**src/sv/ia64_pkg.sv**
```systemverilog
// ----------------------------------------------------------------------------
// ia64_pkg
// Op codes, pipeline depth and the payload type carried through the cells.
// ----------------------------------------------------------------------------
package ia64_pkg;

    localparam int unsigned W      = 64;
    localparam int unsigned STAGES = 64;   // one quotient bit per divider cell

    typedef enum logic [4:0] {
        OP_NEG  = 5'd0,  OP_NOT  = 5'd1,  OP_ABS  = 5'd2,  OP_BNOT = 5'd3,
        OP_CLZ  = 5'd4,  OP_CTZ  = 5'd5,  OP_POP  = 5'd6,  OP_BITW = 5'd7,
        OP_ADD  = 5'd8,  OP_SUB  = 5'd9,  OP_MUL  = 5'd10, OP_DIV  = 5'd11,
        OP_REM  = 5'd12, OP_AND  = 5'd13, OP_OR   = 5'd14, OP_XOR  = 5'd15,
        OP_SHL  = 5'd16, OP_SHRA = 5'd17, OP_SHRL = 5'd18, OP_MOD  = 5'd19,
        OP_MIN  = 5'd20, OP_MAX  = 5'd21, OP_EQ   = 5'd22, OP_NE   = 5'd23,
        OP_LE   = 5'd24, OP_LT   = 5'd25, OP_GE   = 5'd26, OP_GT   = 5'd27
    } op_t;

    // One item travelling down the divider row.
    typedef struct packed {
        logic         valid;
        logic         is_div;   // result comes from the divider
        logic [4:0]   op;
        logic [W-1:0] fixed;    // non-divide result (MUL fills it at cell 1)
        logic         err;
        logic [W-1:0] rem;      // partial remainder
        logic [W-1:0] quo;      // dividend shifting out, quotient shifting in
        logic [W-1:0] dsr;      // divisor magnitude
        logic         an;
        logic         bn;
        logic [W-1:0] b;
    } cell_t;

endpackage

```
**src/sv/ia64_cell.sv**
```systemverilog
// ----------------------------------------------------------------------------
// ia64_cell
// One restoring-division step on divide items: shift one dividend bit into the
// remainder, subtract the divisor if it fits, hand the item to the next cell.
// ----------------------------------------------------------------------------
module ia64_cell
    import ia64_pkg::*;
(
    input  logic  clk,
    input  logic  rst_n,
    input  cell_t din,
    output cell_t dout
);

    cell_t        data_next;
    cell_t        data_reg;
    logic         valid_reg;
    logic [W:0]   trial;
    logic [W:0]   diff;

    always_comb
    begin
        data_next = din;
        trial     = {din.rem, din.quo[W-1]};
        diff      = trial - {1'b0, din.dsr};
        if (din.is_div)
        begin
            if (!diff[W])
            begin
                data_next.rem = diff[W-1:0];
                data_next.quo = {din.quo[W-2:0], 1'b1};
            end
            else
            begin
                data_next.rem = trial[W-1:0];
                data_next.quo = {din.quo[W-2:0], 1'b0};
            end
        end
    end

    always_ff @(posedge clk or negedge rst_n)
    begin
        if (!rst_n)
        begin
            valid_reg <= 1'b0;
        end
        else
        begin
            valid_reg <= din.valid;
        end
    end

    always_ff @(posedge clk)
    begin
        data_reg <= data_next;
    end

    always_comb
    begin
        dout       = data_reg;
        dout.valid = valid_reg;
    end

endmodule

```
**config.mk**
```make
export PLATFORM = sky130hd
export DESIGN_NAME = ia64_cell
export DESIGN_NICKNAME = d
export VERILOG_FILES = /design/src/sv/ia64_pkg.sv /design/src/sv/ia64_cell.sv
export SDC_FILE = /design/constraint.sdc
export NUM_CORES = 1
export LEC_CHECK = 0
export ABC_AREA = 1
export BUFFER_PORTS_ARGS = -buffer_cell sky130_fd_sc_hd__buf_2
export CAP_MARGIN = 20
export CORE_AREA = 2 2 259 261
export DETAILED_ROUTE_END_ITERATION = 10
export DIE_AREA = 0 0 261 263
export GPL_TIMING_DRIVEN = 0
export PLACE_DENSITY_LB_ADDON = 0.12
export SLEW_MARGIN = 10
export SYNTH_ARGS = -nofsm -noshare
export SYNTH_HDL_FRONTEND = slang
export SYNTH_SLANG_ARGS = --single-unit
```
**constraint.sdc**
```tcl
create_clock -name clk -period 0.8 [get_ports clk]
set_input_delay 0.08 -clock clk [delete_from_list [all_inputs] [get_ports clk]]
set_output_delay 0.08 -clock clk [all_outputs]
set_load 0.05 [all_outputs]
```
Word-level counts from Yosys, hierarchy flattened
Index checks and enable logic that the tools add are counted.
{"block": "word_totals", "ff_bits": 330, "word_cells": 14, "input_bits": 332, "out_inout_bits": 330}
{"block": "classes", "add_sub_neg": 1, "muxes": 2}
{"cell": "$mux W128", "n": 2}
{"cell": "$sub A65 B64 Y65", "n": 1}

Longest topological paths before layout
Gate-level depths: netlist of the first run.
{"block": "depth", "depth_word": 3, "ltp_mapped": 21, "ltp_nobuf": 20}

Least setup slack after synthesis of the first run
Ideal clock, no wire load.
{"block": "synth_path", "kind": "input port to flip-flop", "start": "in din[193] (netlist bit)", "end": "reg data_reg, in the netlist dout[215]", "slack_ps": -1267, "n_path_buf": 2, "cell_stages": 21, "arrival_ps": 1953, "setup_time_ps": 114, "required_ps": 686, "cell_sequence": "inv_1 > ha_1 > fa_1 > inv_1 > nand2_1 > nand2_1 > nand3_1 > nand2_2 > nand2_1 > nand2_2 > nand2_2 > nand2_2 > nand2_2 > nand2_2 > nand2_1 > nand2_2 > buf_6 > buf_8 > nand2_2 > nand3_1 > nand2_1"}
{"item": "from (decl)", "line_no": "ia64_cell.sv:11", "source": "input cell_t din,"}
{"item": "to (signal assigned)", "line_no": "ia64_cell.sv:55", "source": "data_reg <= data_next;"}
{"item": "to (decl)", "line_no": "ia64_cell.sv:16", "source": "cell_t data_reg;"}

==> qor.txt, run 1 <==
DRT Pass-1 Iters - 5
Worst min-delay path class - in2reg
Fin nets - 3,779
Num CTS Buffers - 40
Int Pwr - 37.3 mW
Cell type with the highest aggregate area in the netlist - dfxtp_1
Largest net degree at the start of global routing - 14
Total track usage - 23.7%
Area of the multi-input gates - 0.00808 mm²
Worst slew margin - 49.9%
Syn nets - 2,718
Status - complete, but fails checks
Hold Path Origin - din[66]
Layout cell share with drive strength beyond 1 - 41.0%
DP Worst Slack - -2.18 ns
Row count - 94
Net Sw Frac - 35.0%
Ports - 662
Initial antenna violation count - 16
RSZ-0062 raised after global routing - yes
H-tree Lvls - 2
Drt drc - 0
Vias - 17,800
Setup total negative slack - -167.46 ns
Fin. max-slew vios - 0
Via density - 4.16
Worst endpoint required time - 1.24 ns
Cell variety after synth - 32
Core area - 0.0656 mm²
Hold path cells - 1
IO Port Bufs - 661
Post-Syn Instances - 2,321
Most frequent cells after synthesis - nand2_1, inv_1, dfxtp_1
Startpoint Class - input port
Initial Util - 23.5%
Power share of the clock group - 32.4%
Die area - 0.0686 mm²
RePlAce Congestion - 0.892
CTS tree - built
Max FFs per register - 329
Worst Max-Slew Pin Slew - 0.751 ns
Ys async rst share - 0.303%
Setup CP Type - in2reg
Number of synthesized flops with an enable pin - 0
Post-route antenna net violation count - 0
Drt total wl - 84,400 µm
Setup violations, final - 396
First-pass GRT wire length - 121,000 µm
Most numerous cell in the Yosys netlist - nand2_1
Fillers - 6,445
Hold WS - -0.362 ns
Worst ir drop on vdd - 0.00157 V
Synth top area share - 42.8%
Syn-to-layout area delta - 95.7%
Setup crit end kind - flop
Hold EP - dout[66]
Root buffer cell - clkbuf_16
Final HPWL DP - 66,400 µm
Overall Power - 57.4 mW
FMAX - 558 MHz
Clock sink count - 330
#FFs+latches synth - 330
Power Density - 1900 mW/mm²
Number of DRC markers in iteration 0 - 773
Leakage - 15.5 nW
Post-CTS Hold Buffers - 331
Top cells by area, synth - dfxtp_1, nand2_1, inv_1
Net Switching - 20.1 mW
Final hold violation count - 3
Logic gate share of total power - 34.8%
Setup slack after layout - -0.992 ns
Mean Syn Cell Area - 6.63 µm²
Sequential share of power - 32.8%
Mapped cell area - 0.0154 mm²
Worst endpoint data arrival time - 2.23 ns
Gr ovfl total - 0
Syn. warnings - 0
Final period util - 224%
Die H - 263 µm
Seq/Total Area, Yosys - 42.9%
Min cycle time layout - 1.79 ns
Post-DR wirelength/cell - 19.7 µm
Number of global-route vias before repair - 18,700
Die W - 261 µm
Clock-pin transition on the worst setup and hold timing paths - 0.06 ns
Crit-path max FO - 10
# Max-Cap Violations - 0
Top_reg_cell synth - dfxtp_1
CTS Buffer Depth - 3
Seq. cell area - 0.00704 mm²
Failing checks - negative hold slack, negative setup slack
==> layer usage <==
layer,wire (µm),track usage (%),share of wire (%)
met5,65,0,0.077
met4,3490,9.17,4.1
met3,4380,4.09,5.2
met2,41800,42.4,50
met1,34600,27.8,41
==> layout by cell type (no fill, tap or decap), types with 5 or more instances in the layout <==
cell and instances:
a21oi_1 42, a21oi_2 5, buf_12 44, buf_2 327, buf_4 22, buf_6 43, buf_8 262, clkbuf_1 22
clkbuf_16 46, clkbuf_2 10, clkbuf_8 7, clkinv_2 5, dfxtp_2 322, dfxtp_4 7, diode_2 10, dlygate4sd3_1 331
ha_1 13, ha_2 8, ha_4 43, inv_1 489, inv_2 14, nand2_1 829, nand2_2 102, nand2_4 28
nand3_1 63, nand3_2 45, nand4_1 16, nor2_1 80, nor2_2 25, nor2_4 8, nor3_1 10, o21ai_0 71
xnor2_1 24, xor2_1 7
==> worst max-delay path: stages <==
cell and delay, ns:
buf_2 0.11, inv_1 0.05, ha_2 0.40, nand4_1 0.18, buf_4 0.19, nor4_4 0.31
nand2_4 0.11, nand2_4 0.09, nand2_4 0.07, nand2_8 0.09, buf_12 0.17, buf_12 0.14
nand2_1 0.05, nand3_1 0.07, nand2_1 0.10
==> worst max-delay path by stage <==
stage | startpoint | end | cells past startpoint
detailed placement | din[193] | dout[242] | 21
floorplan | din[193] | dout[217] | 21
global placement | din[193] | dout[242] | 21
finish | din[128] | dout[213] | 15
global route | din[193] | dout[232] | 22
CTS | din[193] | dout[251] | 23
==> layout make-up <==
class	instances	area share, %
clock inverters	13	0.631
well taps	864	3.59
flip-flops and latches	330	23.4
clock buffers	57	3.84
repair buffers	1021	34.3
diodes	10	0.0830
plain buffers	39	1.09
multi-input cells	1445	26.8
inverters	505	6.34
==> cell families after synthesis <==
family                   count (synthesis)  share of synthesized area, %
flip-flops                             330                          42.9
XOR/XNOR                                31                          1.76
adder cells (fa/ha/maj)                 65                          5.33
AO/OA/AOI/OAI                          124                          4.08
buffers and inverters                  546                          13.8
AND/OR/NAND/NOR                       1225                          32.1
==> timing repair <==
action,in CTS,in global routing
hold endpoints to repair,331,3
cloned,3,5
gates resized for setup,1477,194
pin swaps,31,47
endpoints found under the setup margin,436,412
buffers inserted,18,6
==> through the flow <==
step                std cells  util (%)  cell area, µm²
CTS                      4266      44.5           29200
global route             4282      45.9           30100
global placement         3846      30.3           19900
finish                   4284      45.9           30100
detailed placement       3846      30.3           19900
floorplan                2321         -           15500
==> power groups by stage <==
stage	sequential (mW)	clock (mW)	combinational [mW]
6_report	18.8	18.6	20.0
5_1_grt	18.9	19.7	21.3
4_1_cts	18.8	19.2	19.2
3_5_place_dp	18.4	0	14.2
3_3_place_gp	18.4	0	14.3
2_1_floorplan	22.8	0	4.94
Note: power is estimated with default switching activity, not from simulation.
==> run 2: changes to the inputs <==
--- a/config.mk
+++ b/config.mk
@@ -8,9 +8,11 @@
 export ABC_AREA = 1
 export BUFFER_PORTS_ARGS = -buffer_cell sky130_fd_sc_hd__buf_2
 export CAP_MARGIN = 20
-export CORE_AREA = 2 2 259 261
+export CELL_PAD_IN_SITES_DETAIL_PLACEMENT = 0
+export CELL_PAD_IN_SITES_GLOBAL_PLACEMENT = 2
+export CORE_UTILIZATION = 24
+export CTS_CLUSTER_DIAMETER = 50
 export DETAILED_ROUTE_END_ITERATION = 10
-export DIE_AREA = 0 0 261 263
 export GPL_TIMING_DRIVEN = 0
 export PLACE_DENSITY_LB_ADDON = 0.12
 export SLEW_MARGIN = 10
==> run 2 against run 1 <==
The flow finishes with violations (negative setup slack). Highest routed layer is now met4. Global-route usage is 1.4 points higher. Via count is 0.29% higher. Final cell count hardly changed.
==> qor.txt, run 2 (synthesis gave the netlist of run 1 again) <==
CTS Buffer Depth - 3 (unchanged)
Setup CP Type - in2reg (unchanged)
Hold EP - dout[198] (was dout[66])
Hold path cells - 7 (was 1)
Crit-path max FO - 6 (was 10)
Worst min-delay path class - in2reg (unchanged)
Syn-to-layout area delta - 102% (was 95.7%)
Final HPWL DP - 65,900 µm (was 66,400 µm)
Slowest Stage Delay on Critical Path - 0.37 ns (was 0.40 ns)
Drt total wl - 86,500 µm (was 84,400 µm)
RSZ-0062 raised after global routing - yes (unchanged)
Area of the multi-input gates - 0.00855 mm² (was 0.00808 mm²)
Slowest stage cell, crit path - fa_2 (was ha_2)
# Max-Cap Violations - 0 (unchanged)
Number of DRC markers in iteration 0 - 917 (was 773)
Fin. max-slew vios - 0 (unchanged)
DRT Pass-1 Iters - 6 (was 5)
Setup total negative slack - -175.05 ns (was -167.46 ns)
Clock sink count - 330 (unchanged)
Family with the most delay on the worst path - simple AND/OR/NAND/NOR gates (unchanged)
Failing checks - negative setup slack (was negative hold slack, negative setup slack)
CP dominant cell by count - nand2_4 (unchanged)
Setup violations, final - 395 (was 396)
Min cycle time layout - 1.80 ns (was 1.79 ns)
Most common cell after layout, fill and taps aside - nand2_1 (unchanged)
FMAX - 556 MHz (was 558 MHz)
Placed cells - 3,828 (was 3,846)
Fillers - 6,168 (was 6,445)
IO Port Bufs - 661 (unchanged)
Final core occ - 49.2% (was 45.9%)
Max FFs per register - 329 (unchanged)
Drt drc - 0 (unchanged)
Final hold violation count - 0 (was 3)
CP Cell Sequence - buf_8, inv_12, ha_4, fa_2, inv_1, nand2_1, nand2_1, nand3_2, nand2_2, nand2_2, nand2_4, nand2_4, nand2_4, nand2_4, nand2_4, nand2_4, nand2_8, buf_12, buf_12, nand2_2, nand3_2, nand2_1 (was buf_2, inv_1, ha_2, nand4_1, buf_4, nor4_4, nand2_4, nand2_4, nand2_4, nand2_8, buf_12, buf_12, nand2_1, nand3_1, nand2_1)
Seq. cell area - 0.00707 mm² (was 0.00704 mm²)
Hold WS - 0.0410 ns (was -0.362 ns)
Number of global-route vias before repair - 18,500 (was 18,700)
Worst endpoint required time - 1.25 ns (was 1.24 ns)
CTS tree - built (unchanged)
Most frequent cells in the layout - nand2_1, inv_1, dlygate4sd3_1, buf_2, dfxtp_2 (unchanged)
Via density - 4.17 (was 4.16)
Die H - 255 µm (was 263 µm)
Critical path depth - 22 (was 15)
Fin nets - 3,790 (was 3,779)
Root buffer cell - clkbuf_16 (unchanged)
Initial Util - 24.4% (was 23.5%)
Die area - 0.0652 mm² (was 0.0686 mm²)
Core area - 0.0632 mm² (was 0.0656 mm²)
Setup crit end kind - flop (unchanged)
Clock-pin transition on the worst setup and hold timing paths - 0.05 ns (was 0.06 ns)
Hold Path Origin - din[197] (was din[66])
H-tree Lvls - 2 (unchanged)
Layout Cells excl Fill - 4,285 (was 4,284)
Vias - 17,900 (was 17,800)
Post-DR wirelength/cell - 20.2 µm (was 19.7 µm)
Initial antenna violation count - 11 (was 16)
Status - complete, but fails checks (unchanged)
Worst slew margin - 42.3% (was 49.9%)
Die W - 255 µm (was 261 µm)
Worst ir drop on vdd - 0.00253 V (was 0.00157 V)
Worst endpoint data arrival time - 2.25 ns (was 2.23 ns)
Crit path buf inv count - 5 (unchanged)
First-pass GRT wire length - 119,000 µm (was 121,000 µm)
Leakage - 15.9 nW (was 15.5 nW)
Power Density - 1980 mW/mm² (was 1900 mW/mm²)
Startpoint Class - input port (unchanged)
Largest net degree at the start of global routing - 14 (unchanged)
Num CTS Buffers - 45 (was 40)
Ports - 662 (unchanged)
Layout cell share with drive strength beyond 1 - 42.9% (was 41.0%)
Post-route antenna net violation count - 0 (unchanged)
RePlAce Congestion - 0.883 (was 0.892)
Final period util - 225% (was 224%)
Overall Power - 61.5 mW (was 57.4 mW)
Worst setup startpoint - din[193] (was din[128])
Gr ovfl total - 0 (unchanged)
Setup slack after layout - -0.998 ns (was -0.992 ns)
Total track usage - 25.1% (was 23.7%)
Row count - 92 (was 94)
Worst Max-Slew Pin Slew - 0.865 ns (was 0.751 ns)
run 2: changes by cell type in the layout (fill, tap and decap cells not counted), sizes merged:
cell,previous run,this run
inv,506,515
bufinv,3,7
clkinvlp,1,5
clkinv,8,5
dlygate4sd3,331,334
buf,700,702
run 2: area by class of cell:
cell class	count	share of cell area [%]
Clock inverter	27	1.30
Clock buffer	56	3.98
Tap cell	846	3.41
Antenna cell	10	0.0805
Multi-Input combinational cell	1445	27.5
Timing Repair Buffer	1028	33.8
Inverter	505	6.14
Buffer	38	1.02
Sequential cell	330	22.8
run 2: worst max path at each step:
stage                end  slack, ns
2_1_floorplan  dout[217]      -1.19
3_3_place_gp   dout[242]      -2.15
3_5_place_dp   dout[242]      -2.17
4_1_cts        dout[231]       -1.0
5_1_grt        dout[238]      -1.11
6_report       dout[236]       -1.0
run 2: routing by layer:
metal	global-route usage, %	wire length [µm]	share of wire [%]	vias up
li1	-	-	-	9030
met1	29.9	35500	41	8226
met2	45.1	43700	51	478
met3	4.05	4280	4.9	135
met4	9.07	2960	3.4	0
met5	0	0	0	-
run 2: timing repair:
item,CTS,global route
hold endpoints to repair,331,0
setup buffers,17,8
resized for setup,1462,324
gates cloned,6,6
pin swaps,25,90
endpoints found under the setup margin,434,399
hold buffers,334,0
run 2: report_power, final:
part           switching [mW]  internal [mW]
registers               0.900           17.9
logic                    12.2           8.64
clock network            8.41           13.5
run 2: metrics by stage:
step                setup slack [ns]  cell area, µm²
floorplan                      -1.19           15500
global placement               -2.15           19800
global route                   -1.11           31100
CTS                           -0.997           29500
detailed placement             -2.17           19800
finish                        -0.998           31100
